### src/rtl/rbch_pkg.sv
// ----------------------------------------------------------------------------
// rbch_pkg: shared types and constants for the ray/box closest-hit block
// Holds field widths, register indexes and the structs that pass between
// the front end, the back end and the slab divider.
// ----------------------------------------------------------------------------
package rbch_pkg;

    // Field widths.
    localparam int unsigned CW      = 32;  // coordinate, owner and register width
    localparam int unsigned DIST_W  = 31;  // stored distance width
    localparam int unsigned DIFF_W  = 33;  // bound minus origin, signed
    localparam int unsigned QW      = 31;  // unsaturated quotient bits
    localparam int unsigned CNT_W   = 5;   // divider step counter
    localparam int unsigned IDX_W   = 8;   // register index width on the config port

    // Register indexes.
    localparam logic [IDX_W-1:0] REG_ORG_X = 8'd0;
    localparam logic [IDX_W-1:0] REG_ORG_Y = 8'd1;
    localparam logic [IDX_W-1:0] REG_ORG_Z = 8'd2;
    localparam logic [IDX_W-1:0] REG_DIR_X = 8'd3;
    localparam logic [IDX_W-1:0] REG_DIR_Y = 8'd4;
    localparam logic [IDX_W-1:0] REG_DIR_Z = 8'd5;

    // Reset value of the z direction: 1.0 in Q2.30.
    localparam logic [CW-1:0] DIR_Z_RESET = 32'h4000_0000;

    // Largest distance, Q16.16.
    localparam logic signed [CW-1:0] DIST_MAX = 32'sh7FFF_FFFF;

    // Ray as held in the configuration registers, axis 0 is x.
    typedef struct packed {
        logic [2:0][CW-1:0] org;
        logic [2:0][CW-1:0] dir;
    } t_ray;

    // One classified box waiting for the back end.
    typedef struct packed {
        logic [2:0][DIFF_W-1:0] d_lo;   // box_min - origin per axis
        logic [2:0][DIFF_W-1:0] d_hi;   // box_max - origin per axis
        logic [CW-1:0]          owner;
        logic                   last;
    } t_job;

    // Divider request and response.
    typedef struct packed {
        logic              start;
        logic [DIFF_W-1:0] diff;
        logic [CW-1:0]     dir;
    } t_div_req;

    typedef struct packed {
        logic          done;
        logic [CW-1:0] t;
    } t_div_rsp;

endpackage

### src/rtl/rbch_div.sv
// ----------------------------------------------------------------------------
// rbch_div: slab distance divider
// Computes diff * 2^30 / dir, truncated toward zero and saturated to
// +/-(2^31-1), one quotient bit per cycle (restoring division).
// ----------------------------------------------------------------------------
module rbch_div (
    input  logic                i_clk,
    input  logic                i_rst_n,
    input  rbch_pkg::t_div_req  i_req,
    output rbch_pkg::t_div_rsp  o_rsp
);

    logic [rbch_pkg::DIFF_W-1:0] abs_diff;
    logic [rbch_pkg::CW-1:0]     abs_dir;
    logic                        sat;
    logic [rbch_pkg::CW:0]       rem2;
    logic                        ge;
    logic [rbch_pkg::CW:0]       rem_sub;

    logic                        r_busy;
    logic                        r_done;
    logic                        r_neg;
    logic                        r_b0;
    logic [rbch_pkg::CNT_W-1:0]  r_cnt;
    logic [rbch_pkg::CW-1:0]     r_den;
    logic [rbch_pkg::CW-1:0]     r_rem;
    logic [rbch_pkg::QW-1:0]     r_quot;

    // Magnitudes and the saturation test: the quotient reaches 2^31
    // exactly when |diff| >= 2 * |dir|.
    always_comb begin
        abs_diff = i_req.diff[rbch_pkg::DIFF_W-1] ? (~i_req.diff + 1'b1) : i_req.diff;
        abs_dir  = i_req.dir[rbch_pkg::CW-1] ? (~i_req.dir + 1'b1) : i_req.dir;
        sat      = {1'b0, abs_diff} >= {1'b0, abs_dir, 1'b0};
    end

    // One restoring step.
    always_comb begin
        rem2    = {r_rem, r_b0};
        ge      = rem2 >= {1'b0, r_den};
        rem_sub = rem2 - {1'b0, r_den};
    end

    // Step sequencing.
    always_ff @(posedge i_clk) begin
        if (!i_rst_n) begin
            r_busy <= 1'b0;
            r_done <= 1'b0;
            r_cnt  <= '0;
        end else begin
            r_done <= 1'b0;
            if (i_req.start) begin
                r_neg <= i_req.diff[rbch_pkg::DIFF_W-1] ^ i_req.dir[rbch_pkg::CW-1];
                r_den <= abs_dir;
                if (sat) begin
                    r_quot <= '1;
                    r_done <= 1'b1;
                    r_busy <= 1'b0;
                end else begin
                    // Leading 32 quotient bits are zero: start with the
                    // partial remainder that they leave.
                    r_rem  <= abs_diff[rbch_pkg::DIFF_W-1:1];
                    r_b0   <= abs_diff[0];
                    r_quot <= '0;
                    r_cnt  <= rbch_pkg::CNT_W'(rbch_pkg::QW);
                    r_busy <= 1'b1;
                end
            end else if (r_busy) begin
                r_rem  <= ge ? rem_sub[rbch_pkg::CW-1:0] : rem2[rbch_pkg::CW-1:0];
                r_b0   <= 1'b0;
                r_quot <= {r_quot[rbch_pkg::QW-2:0], ge};
                r_cnt  <= r_cnt - 1'b1;
                if (r_cnt == rbch_pkg::CNT_W'(1)) begin
                    r_busy <= 1'b0;
                    r_done <= 1'b1;
                end
            end
        end
    end

    // Signed result.
    always_comb begin
        o_rsp.done = r_done;
        o_rsp.t    = r_neg ? (~{1'b0, r_quot} + 1'b1) : {1'b0, r_quot};
    end

endmodule

### src/rtl/rbch_front.sv
// ----------------------------------------------------------------------------
// rbch_front: box intake
// Accepts boxes, forms bound-minus-origin differences on all axes and
// holds the words in a two-entry queue for the back end.
// ----------------------------------------------------------------------------
module rbch_front (
    input  logic                 i_clk,
    input  logic                 i_rst_n,
    input  rbch_pkg::t_ray       i_ray,
    input  logic                 i_valid,
    output logic                 o_ready,
    input  logic [2:0][31:0]     i_lo,
    input  logic [2:0][31:0]     i_hi,
    input  logic [31:0]          i_owner,
    input  logic                 i_last,
    output logic                 o_job_valid,
    output rbch_pkg::t_job       o_job,
    input  logic                 i_pop
);

    rbch_pkg::t_job r_mem [2];
    rbch_pkg::t_job n_job;
    logic           r_wp;
    logic           r_rp;
    logic [1:0]     r_cnt;
    logic           push;
    logic           pop;

    // Differences to the ray origin, sign-extended to 33 bits.
    always_comb begin
        for (int a = 0; a < 3; a++) begin
            n_job.d_lo[a] = {i_lo[a][31], i_lo[a]} - {i_ray.org[a][31], i_ray.org[a]};
            n_job.d_hi[a] = {i_hi[a][31], i_hi[a]} - {i_ray.org[a][31], i_ray.org[a]};
        end
        n_job.owner = i_owner;
        n_job.last  = i_last;
    end

    assign o_ready     = (r_cnt != 2'd2);
    assign push        = i_valid && o_ready;
    assign pop         = i_pop && (r_cnt != 2'd0);
    assign o_job_valid = (r_cnt != 2'd0);
    assign o_job       = r_mem[r_rp];

    // Queue storage.
    always_ff @(posedge i_clk) begin
        if (push) begin
            r_mem[r_wp] <= n_job;
        end
    end

    // Queue pointers.
    always_ff @(posedge i_clk) begin
        if (!i_rst_n) begin
            r_wp  <= 1'b0;
            r_rp  <= 1'b0;
            r_cnt <= 2'd0;
        end else begin
            if (push) begin
                r_wp <= ~r_wp;
            end
            if (pop) begin
                r_rp <= ~r_rp;
            end
            case ({push, pop})
                2'b10:   r_cnt <= r_cnt + 2'd1;
                2'b01:   r_cnt <= r_cnt - 2'd1;
                default: r_cnt <= r_cnt;
            endcase
        end
    end

endmodule

### src/rtl/rbch_back.sv
// ----------------------------------------------------------------------------
// rbch_back: slab test and nearest-hit tracking
// Walks the six slab bounds of one box, dividing each non-parallel one in
// the shared divider, narrows the entry/exit interval, keeps the nearest hit
// and registers the result word at the end of a query.
// ----------------------------------------------------------------------------
module rbch_back (
    input  logic                 i_clk,
    input  logic                 i_rst_n,
    input  rbch_pkg::t_ray       i_ray,
    input  logic                 i_job_valid,
    input  rbch_pkg::t_job       i_job,
    output logic                 o_pop,
    output logic                 o_valid,
    input  logic                 i_ready,
    output logic                 o_found,
    output logic [31:0]          o_owner,
    output logic [30:0]          o_dist
);

    typedef enum logic [3:0] {
        S_IDLE   = 4'b0001,
        S_LOAD   = 4'b0010,
        S_DIV    = 4'b0100,
        S_FINISH = 4'b1000
    } t_state;

    t_state                    r_state;
    rbch_pkg::t_job            r_job;
    logic [2:0]                r_k;
    logic signed [31:0]        r_t1;
    logic signed [31:0]        r_tmin;
    logic signed [31:0]        r_tmax;
    logic                      r_miss;
    logic                      r_any;
    logic [30:0]               r_near_d;
    logic [31:0]               r_near_o;
    logic                      r_ov;
    logic                      r_of;
    logic [31:0]               r_oo;
    logic [30:0]               r_od;

    logic [1:0]                axis;
    logic                      side;
    logic [31:0]               dir_sel;
    logic [32:0]               diff_sel;
    rbch_pkg::t_div_req        div_req;
    rbch_pkg::t_div_rsp        div_rsp;
    logic signed [31:0]        t_new;
    logic signed [31:0]        t_lo;
    logic signed [31:0]        t_hi;
    logic                      hit;
    logic                      take;
    logic                      out_free;
    logic                      emit;
    logic [30:0]               fin_d;
    logic [31:0]               fin_o;
    logic                      fin_any;

    // Current slab: axis from the step number, lower bound on even steps.
    always_comb begin
        axis     = r_k[2:1];
        side     = r_k[0];
        dir_sel  = i_ray.dir[axis];
        diff_sel = side ? r_job.d_hi[axis] : r_job.d_lo[axis];
    end

    rbch_div u_div (
        .i_clk   (i_clk),
        .i_rst_n (i_rst_n),
        .i_req   (div_req),
        .o_rsp   (div_rsp)
    );

    always_comb begin
        div_req.start = (r_state == S_LOAD) && (dir_sel != '0);
        div_req.diff  = diff_sel;
        div_req.dir   = dir_sel;
    end

    // Order the slab pair.
    always_comb begin
        t_new = signed'(div_rsp.t);
        t_lo  = (r_t1 > t_new) ? t_new : r_t1;
        t_hi  = (r_t1 > t_new) ? r_t1 : t_new;
    end

    // Nearest-hit update for the finished box.
    always_comb begin
        hit      = !r_miss && !(r_tmin > r_tmax);
        take     = hit && (!r_any || (r_tmin[30:0] < r_near_d));
        fin_d    = take ? r_tmin[30:0] : r_near_d;
        fin_o    = take ? r_job.owner : r_near_o;
        fin_any  = r_any || take;
        out_free = !r_ov || i_ready;
        emit     = (r_state == S_FINISH) && r_job.last && out_free;
    end

    assign o_pop   = (r_state == S_IDLE) && i_job_valid;
    assign o_valid = r_ov;
    assign o_found = r_of;
    assign o_owner = r_oo;
    assign o_dist  = r_od;

    // Payload of the current box.
    always_ff @(posedge i_clk) begin
        if (o_pop) begin
            r_job <= i_job;
        end
        if (r_state == S_DIV && div_rsp.done && !side) begin
            r_t1 <= t_new;
        end
    end

    // Sequencer, interval and nearest-hit state.
    always_ff @(posedge i_clk) begin
        if (!i_rst_n) begin
            r_state  <= S_IDLE;
            r_k      <= '0;
            r_tmin   <= '0;
            r_tmax   <= rbch_pkg::DIST_MAX;
            r_miss   <= 1'b0;
            r_any    <= 1'b0;
            r_near_d <= '1;
            r_near_o <= '0;
            r_ov     <= 1'b0;
        end else begin
            // Result valid: set when a query ends, cleared when taken.
            if (emit) begin
                r_ov <= 1'b1;
            end else if (i_ready) begin
                r_ov <= 1'b0;
            end
            case (r_state)
                S_IDLE: begin
                    if (i_job_valid) begin
                        r_k     <= '0;
                        r_tmin  <= '0;
                        r_tmax  <= rbch_pkg::DIST_MAX;
                        r_miss  <= 1'b0;
                        r_state <= S_LOAD;
                    end
                end
                S_LOAD: begin
                    if (dir_sel == '0) begin
                        // Parallel slab: origin must lie between the bounds.
                        if (!side && !diff_sel[32] && diff_sel != '0) begin
                            r_miss <= 1'b1;
                        end
                        if (side && diff_sel[32]) begin
                            r_miss <= 1'b1;
                        end
                        if (r_k == 3'd5) begin
                            r_state <= S_FINISH;
                        end else begin
                            r_k <= r_k + 3'd1;
                        end
                    end else begin
                        r_state <= S_DIV;
                    end
                end
                S_DIV: begin
                    if (div_rsp.done) begin
                        if (side) begin
                            if (t_lo > r_tmin) begin
                                r_tmin <= t_lo;
                            end
                            if (t_hi < r_tmax) begin
                                r_tmax <= t_hi;
                            end
                        end
                        if (r_k == 3'd5) begin
                            r_state <= S_FINISH;
                        end else begin
                            r_k     <= r_k + 3'd1;
                            r_state <= S_LOAD;
                        end
                    end
                end
                S_FINISH: begin
                    if (!r_job.last) begin
                        r_near_d <= fin_d;
                        r_near_o <= fin_o;
                        r_any    <= fin_any;
                        r_state  <= S_IDLE;
                    end else if (out_free) begin
                        r_near_d <= '1;
                        r_near_o <= '0;
                        r_any    <= 1'b0;
                        r_state  <= S_IDLE;
                    end
                end
                default: r_state <= S_IDLE;
            endcase
        end
    end

    // Result word.
    always_ff @(posedge i_clk) begin
        if (emit) begin
            r_of <= fin_any;
            r_oo <= fin_any ? fin_o : '0;
            r_od <= fin_any ? fin_d : '0;
        end
    end

endmodule

### src/rtl/ray_box_closest_hit.sv
// ----------------------------------------------------------------------------
// ray_box_closest_hit: nearest ray/box hit over a stream of boxes
//
//  Channel  Dir  Handshake                   Words
//  s_axis   in   s_axis_tvalid/tready        one box, tlast ends the query
//  m_axis   out  m_axis_tvalid/tready        one result per query
//  cfg      in   i_cfg_valid/o_cfg_ready     register index and data
//
// Each non-parallel slab bound is loaded, then divided in the shared
// bit-serial divider, which skips the bit steps when the distance
// saturates; six bounds per box.
// A two-word queue lets boxes be taken while the back end works.
// Reset is synchronous, active low; the ray returns to origin 0, dir +z.
// The result register holds its word until taken; the back end waits on
// it only at the end of a query.
// ----------------------------------------------------------------------------
module ray_box_closest_hit (
    input  logic         i_clk,
    input  logic         i_rst_n,
    // box_min_x, box_min_y, box_min_z, box_max_x, box_max_y, box_max_z,
    // box_owner (32 bits each, lowest first)
    input  logic         s_axis_tvalid,
    output logic         s_axis_tready,
    input  logic [223:0] s_axis_tdata,
    input  logic         s_axis_tlast,
    // hit_owner [31:0], hit_distance [62:32], zero [63]
    output logic         m_axis_tvalid,
    input  logic         m_axis_tready,
    output logic [63:0]  m_axis_tdata,
    // hit_found [0]
    output logic         m_axis_tuser,
    input  logic         i_cfg_valid,
    output logic         o_cfg_ready,
    input  logic [7:0]   i_cfg_index,
    input  logic [31:0]  i_cfg_data
);

    rbch_pkg::t_ray  r_ray;
    rbch_pkg::t_job  job;
    logic            job_valid;
    logic            pop;
    logic [2:0][31:0] box_lo;
    logic [2:0][31:0] box_hi;
    logic            found;
    logic [31:0]     owner;
    logic [30:0]     hit_dist;

    assign o_cfg_ready = 1'b1;

    // Ray registers.
    always_ff @(posedge i_clk) begin
        if (!i_rst_n) begin
            r_ray.org    <= '0;
            r_ray.dir[0] <= '0;
            r_ray.dir[1] <= '0;
            r_ray.dir[2] <= rbch_pkg::DIR_Z_RESET;
        end else if (i_cfg_valid) begin
            case (i_cfg_index)
                rbch_pkg::REG_ORG_X: r_ray.org[0] <= i_cfg_data;
                rbch_pkg::REG_ORG_Y: r_ray.org[1] <= i_cfg_data;
                rbch_pkg::REG_ORG_Z: r_ray.org[2] <= i_cfg_data;
                rbch_pkg::REG_DIR_X: r_ray.dir[0] <= i_cfg_data;
                rbch_pkg::REG_DIR_Y: r_ray.dir[1] <= i_cfg_data;
                rbch_pkg::REG_DIR_Z: r_ray.dir[2] <= i_cfg_data;
                default: ;
            endcase
        end
    end

    // Unpack box bounds.
    always_comb begin
        for (int a = 0; a < 3; a++) begin
            box_lo[a] = s_axis_tdata[32*a +: 32];
            box_hi[a] = s_axis_tdata[32*(a+3) +: 32];
        end
    end

    rbch_front u_front (
        .i_clk       (i_clk),
        .i_rst_n     (i_rst_n),
        .i_ray       (r_ray),
        .i_valid     (s_axis_tvalid),
        .o_ready     (s_axis_tready),
        .i_lo        (box_lo),
        .i_hi        (box_hi),
        .i_owner     (s_axis_tdata[223:192]),
        .i_last      (s_axis_tlast),
        .o_job_valid (job_valid),
        .o_job       (job),
        .i_pop       (pop)
    );

    rbch_back u_back (
        .i_clk       (i_clk),
        .i_rst_n     (i_rst_n),
        .i_ray       (r_ray),
        .i_job_valid (job_valid),
        .i_job       (job),
        .o_pop       (pop),
        .o_valid     (m_axis_tvalid),
        .i_ready     (m_axis_tready),
        .o_found     (found),
        .o_owner     (owner),
        .o_dist      (hit_dist)
    );

    assign m_axis_tdata = {1'b0, hit_dist, owner};
    assign m_axis_tuser = found;

endmodule

### config.mk
export PLATFORM = sky130hd
export DESIGN_NAME = ray_box_closest_hit
export DESIGN_NICKNAME = d
export VERILOG_FILES = /design/src/rtl/rbch_pkg.sv /design/src/rtl/rbch_div.sv /design/src/rtl/rbch_front.sv /design/src/rtl/rbch_back.sv /design/src/rtl/ray_box_closest_hit.sv
export SDC_FILE = /design/constraint.sdc
export NUM_CORES = 2
export LEC_CHECK = 0
export BUFFER_PORTS_ARGS = -buffer_cell sky130_fd_sc_hd__buf_2
export CORE_ASPECT_RATIO = 0.75
export CORE_MARGIN = 3
export CORE_UTILIZATION = 40
export DETAILED_ROUTE_END_ITERATION = 16
export GPL_ROUTABILITY_DRIVEN = 0
export SYNTH_ARGS = -nofsm -noshare
export SYNTH_HDL_FRONTEND = slang
export SYNTH_HIERARCHICAL = 1
export SYNTH_SLANG_ARGS = --single-unit
### constraint.sdc
create_clock -name i_clk -period 12.9 [get_ports i_clk]
set_input_delay 2.58 -clock i_clk [delete_from_list [all_inputs] [get_ports i_clk]]
set_output_delay 2.58 -clock i_clk [all_outputs]
set_load 0.03 [all_outputs]
==> flow_summary.json <==
{
  "ys_seq_elements": 1227,
  "synth_warnings": 6,
  "fillers": 15500,
  "crit_path_end_kind": "flop",
  "rsz0062_at_grt": "no",
  "routed_via_density": 5.63,
  "io_pins": 338,
  "netlist.area_leader.share": 0.396,
  "hold_path_class": "reg2reg",
  "cp_data_arrival_time_ns": 8.99,
  "antenna_found_initial": 29,
  "ctsHoldBuffers": 0,
  "die_h_um": 361,
  "cts_buffers": 131,
  "vdd_drop_max_mv": 0.140,
  "cts_setup_buffers": 0,
  "worst-path-max-fanout": 58,
  "regArea_sq_mm": 0.0334,
  "synth_nets": 6715,
  "ant_nets": 0,
  "grt_max_degree": 146,
  "final_core_util": 0.454,
  "die_area_sq_mm": 0.173,
  "slew_headroom": 0.107,
  "whs_ns": 0.456,
  "period_share": 0.648,
  "finalHoldViolCount": 0,
  "avgSynthCellArea_sq_um": 11.2,
  "cts.path.max_buffers": 3,
  "grt_usage": 0.213,
  "synth_area_leaders": "edfxtp_1 (40%), dfxtp_1 (10%), ha_1 (7.8%), mux2i_1 (4.8%), mux2_2 (4.4%)",
  "synthCells": 6017,
  "portBuffers": 335,
  "drive_gt1_frac": 0.153,
  "htreeDepth": 4,
  "dr.pass1.iters": 6,
  "required_ns": 13.54,
  "clk_latency_ns": 0.79,
  "synthArstFlopShare": 0,
  "p_leak_nw": 29.2,
  "syn_area_sq_mm": 0.0672,
  "setup_viol": 0,
  "drt-initial-drc-count": 4417,
  "status": "complete, no violations",
  "cts_tree": "built",
  "yosys.area.top_type": "edfxtp_1",
  "worstMarginPinSlew_ns": 1.34,
  "synthFlopType": "edfxtp_1",
  "wirelength_mm": 188,
  "clockRootBuffer": "clkbuf_16",
  "startpoint_type": "flop",
  "core_area_sq_mm": 0.166,
  "grt_pass1_vias": 46300,
  "crit_type": "reg2reg",
  "cts.sinks": 1227,
  "rrSetupSlack_ns": 4.54,
  "initial_core_util": 0.405,
  "die_w_um": 479,
  "detail_route.wl_per_cell_um": 21.9,
  "grt_first_pass_wirelength_mm": 286,
  "via_count": 48400,
  "cts_resized": 0,
  "gr-total-overflow": 0,
  "multi_input_area_sq_mm": 0.0312,
  "cap_violations": 0,
  "final_nets": 6953,
  "syn2layout_area_growth_pct": 12.2,
  "fp-row-count": 129,
  "ys_types": 103,
  "clk_pin_slew_ns": 0.06,
  "final_max_slew_viol_count": 0,
  "powerDensity_mw_per_mm2": 152,
  "synth_edf_count": 886,
  "finalSetupTns_ns": 0,
  "period_needed_ns": 8.36,
  "place_hpwl_mm": 133,
  "seq_area_frac_synth": 0.498,
  "drc": 0,
  "skew_ns": 0.0378,
  "max_freq_mhz": 120
}
==> sequential cells by signal, summed over array words and instances (netlist names), 2 cells and up, named ones only <==
name / count
r_ray: 192
u_back/o_dist: 31
u_back/o_owner: 32
u_back/r_job: 231
u_back/r_k: 3
u_back/r_near_d: 31
u_back/r_near_o: 32
u_back/r_state: 4
u_back/r_t1: 32
u_back/r_tmax: 32
u_back/r_tmin: 32
u_back/u_div/r_cnt: 5
u_back/u_div/r_den: 32
u_back/u_div/r_quot: 31
u_back/u_div/r_rem: 32
u_front/r_cnt: 2
u_front/r_mem: 462
==> report_power, final <==
group | switching, mW | total (mW) | internal [mW]
Clock | 1.69 | 3.80 | 2.12
Sequential | 0.193 | 5.19 | 5.00
Combinational | 1.56 | 2.44 | 0.882
==> critical path: stages (launching register included) <==
cell and delay (ns):
edfxtp_1 0.44, or4_1 0.60, nor3_1 0.24, nand3_1 0.20
or3_1 0.47, or2_2 0.34, o41ai_1 0.30, xnor2_1 0.22
inv_1 0.11, ha_1 0.30, nand4_1 0.18, nor4_2 0.10
a221o_1 0.34, o31a_1 0.28, o31ai_4 0.24, buf_4 0.55
mux2_2 0.42, ha_1 0.29, nand4_1 0.11, nor4_1 0.60
nand2_1 0.15, o21ai_0 0.24, a21oi_1 0.10, nor2b_1 0.15
o31a_1 0.30, buf_4 0.26, or4b_1 0.54, o31a_1 0.12
==> Yosys cell counts, types with 15 or more instances <==
cell type	number
and2_1	21
nand2b_1	34
a21oi_1	302
o31ai_1	30
xnor2_1	178
or4b_1	35
nand4_1	95
nor2_1	230
mux2_2	263
or2_2	15
o21ai_0	298
ha_1	421
mux2i_1	322
a31oi_1	30
mux4_2	32
edfxtp_1	886
nand2_1	559
buf_2	26
a21o_1	162
nor2b_1	52
a41oi_1	18
a21boi_0	15
o211ai_1	22
nor4_1	37
o31a_1	36
or3_1	37
nand3_1	137
o22ai_1	38
clkbuf_1	235
xor2_1	88
a211oi_1	27
nor3_1	59
dfxtp_1	341
inv_1	380
o2bb2ai_1	93
nand3b_1	23
o21bai_1	20
o41ai_1	22
or4_1	16
and3_1	31
o32a_1	32
and4_1	16
a221o_1	37
o21a_1	76
==> metrics by stage <==
stage	setup WS, ns	power [mW]	instance area, sq um	cells
after floorplan	3.73	6.95	67200	6017
after global placement	4.73	7.65	71000	8349
after detailed placement	4.68	7.71	71000	8349
after CTS	4.64	11.5	75400	8591
after global routing	3.77	12.0	75400	8600
final	4.54	11.4	75400	8601
==> metal layers <==
metal  GRT usage  wire [um]  vias up
li1            -          -    23000
met1       0.306      87000    23800
met2       0.336      86400     1430
met3      0.0288      10200      280
met4      0.0616       4780        0
met5           0          0        -
==> worst paths after layout <==
check,from,to,depth (start not counted)
setup / recovery,u_back/u_div/r_quot[9],u_back/r_tmax[25],27
hold / removal,r_ray[67],r_ray[67],2
setup reg to reg,u_back/u_div/r_quot[9],u_back/r_tmax[25],27
hold reg to reg,r_ray[67],r_ray[67],2
==> cells in the final DEF (no fill, tap or decap), types with 224 or more instances in the layout <==
cell      count
mux2i_1     322
a21oi_1     300
mux2_2      263
o21ai_0     298
nand2_1     557
edfxtp_1    886
ha_1        421
dfxtp_1     337
inv_1       378
nor2_1      224
buf_2       334
==> layout make-up <==
class                      instances  area share
clock buffer                     171      0.0468
inverter                         382      0.0191
tap                             2227      0.0370
multi-input combinational       4117       0.414
antenna                           10    0.000332
sequential                      1227       0.444
clock inverter                    71      0.0106
timing repair buffer             396      0.0288
==> cells by family (layout without fill, tap and decap cells) <==
kind of cell	count (synthesis)	in the layout	synth area share
fa+ha+maj	428	428	0.0805
buf+inv	673	1020	0.0398
simple gates	1435	1435	0.106
other cells	2	12	0.000112
compound gates	1368	1368	0.138
xor+xnor	266	266	0.0347
flops	1227	1227	0.498
mux	618	618	0.103
Power figures use the tool's default switching activity.
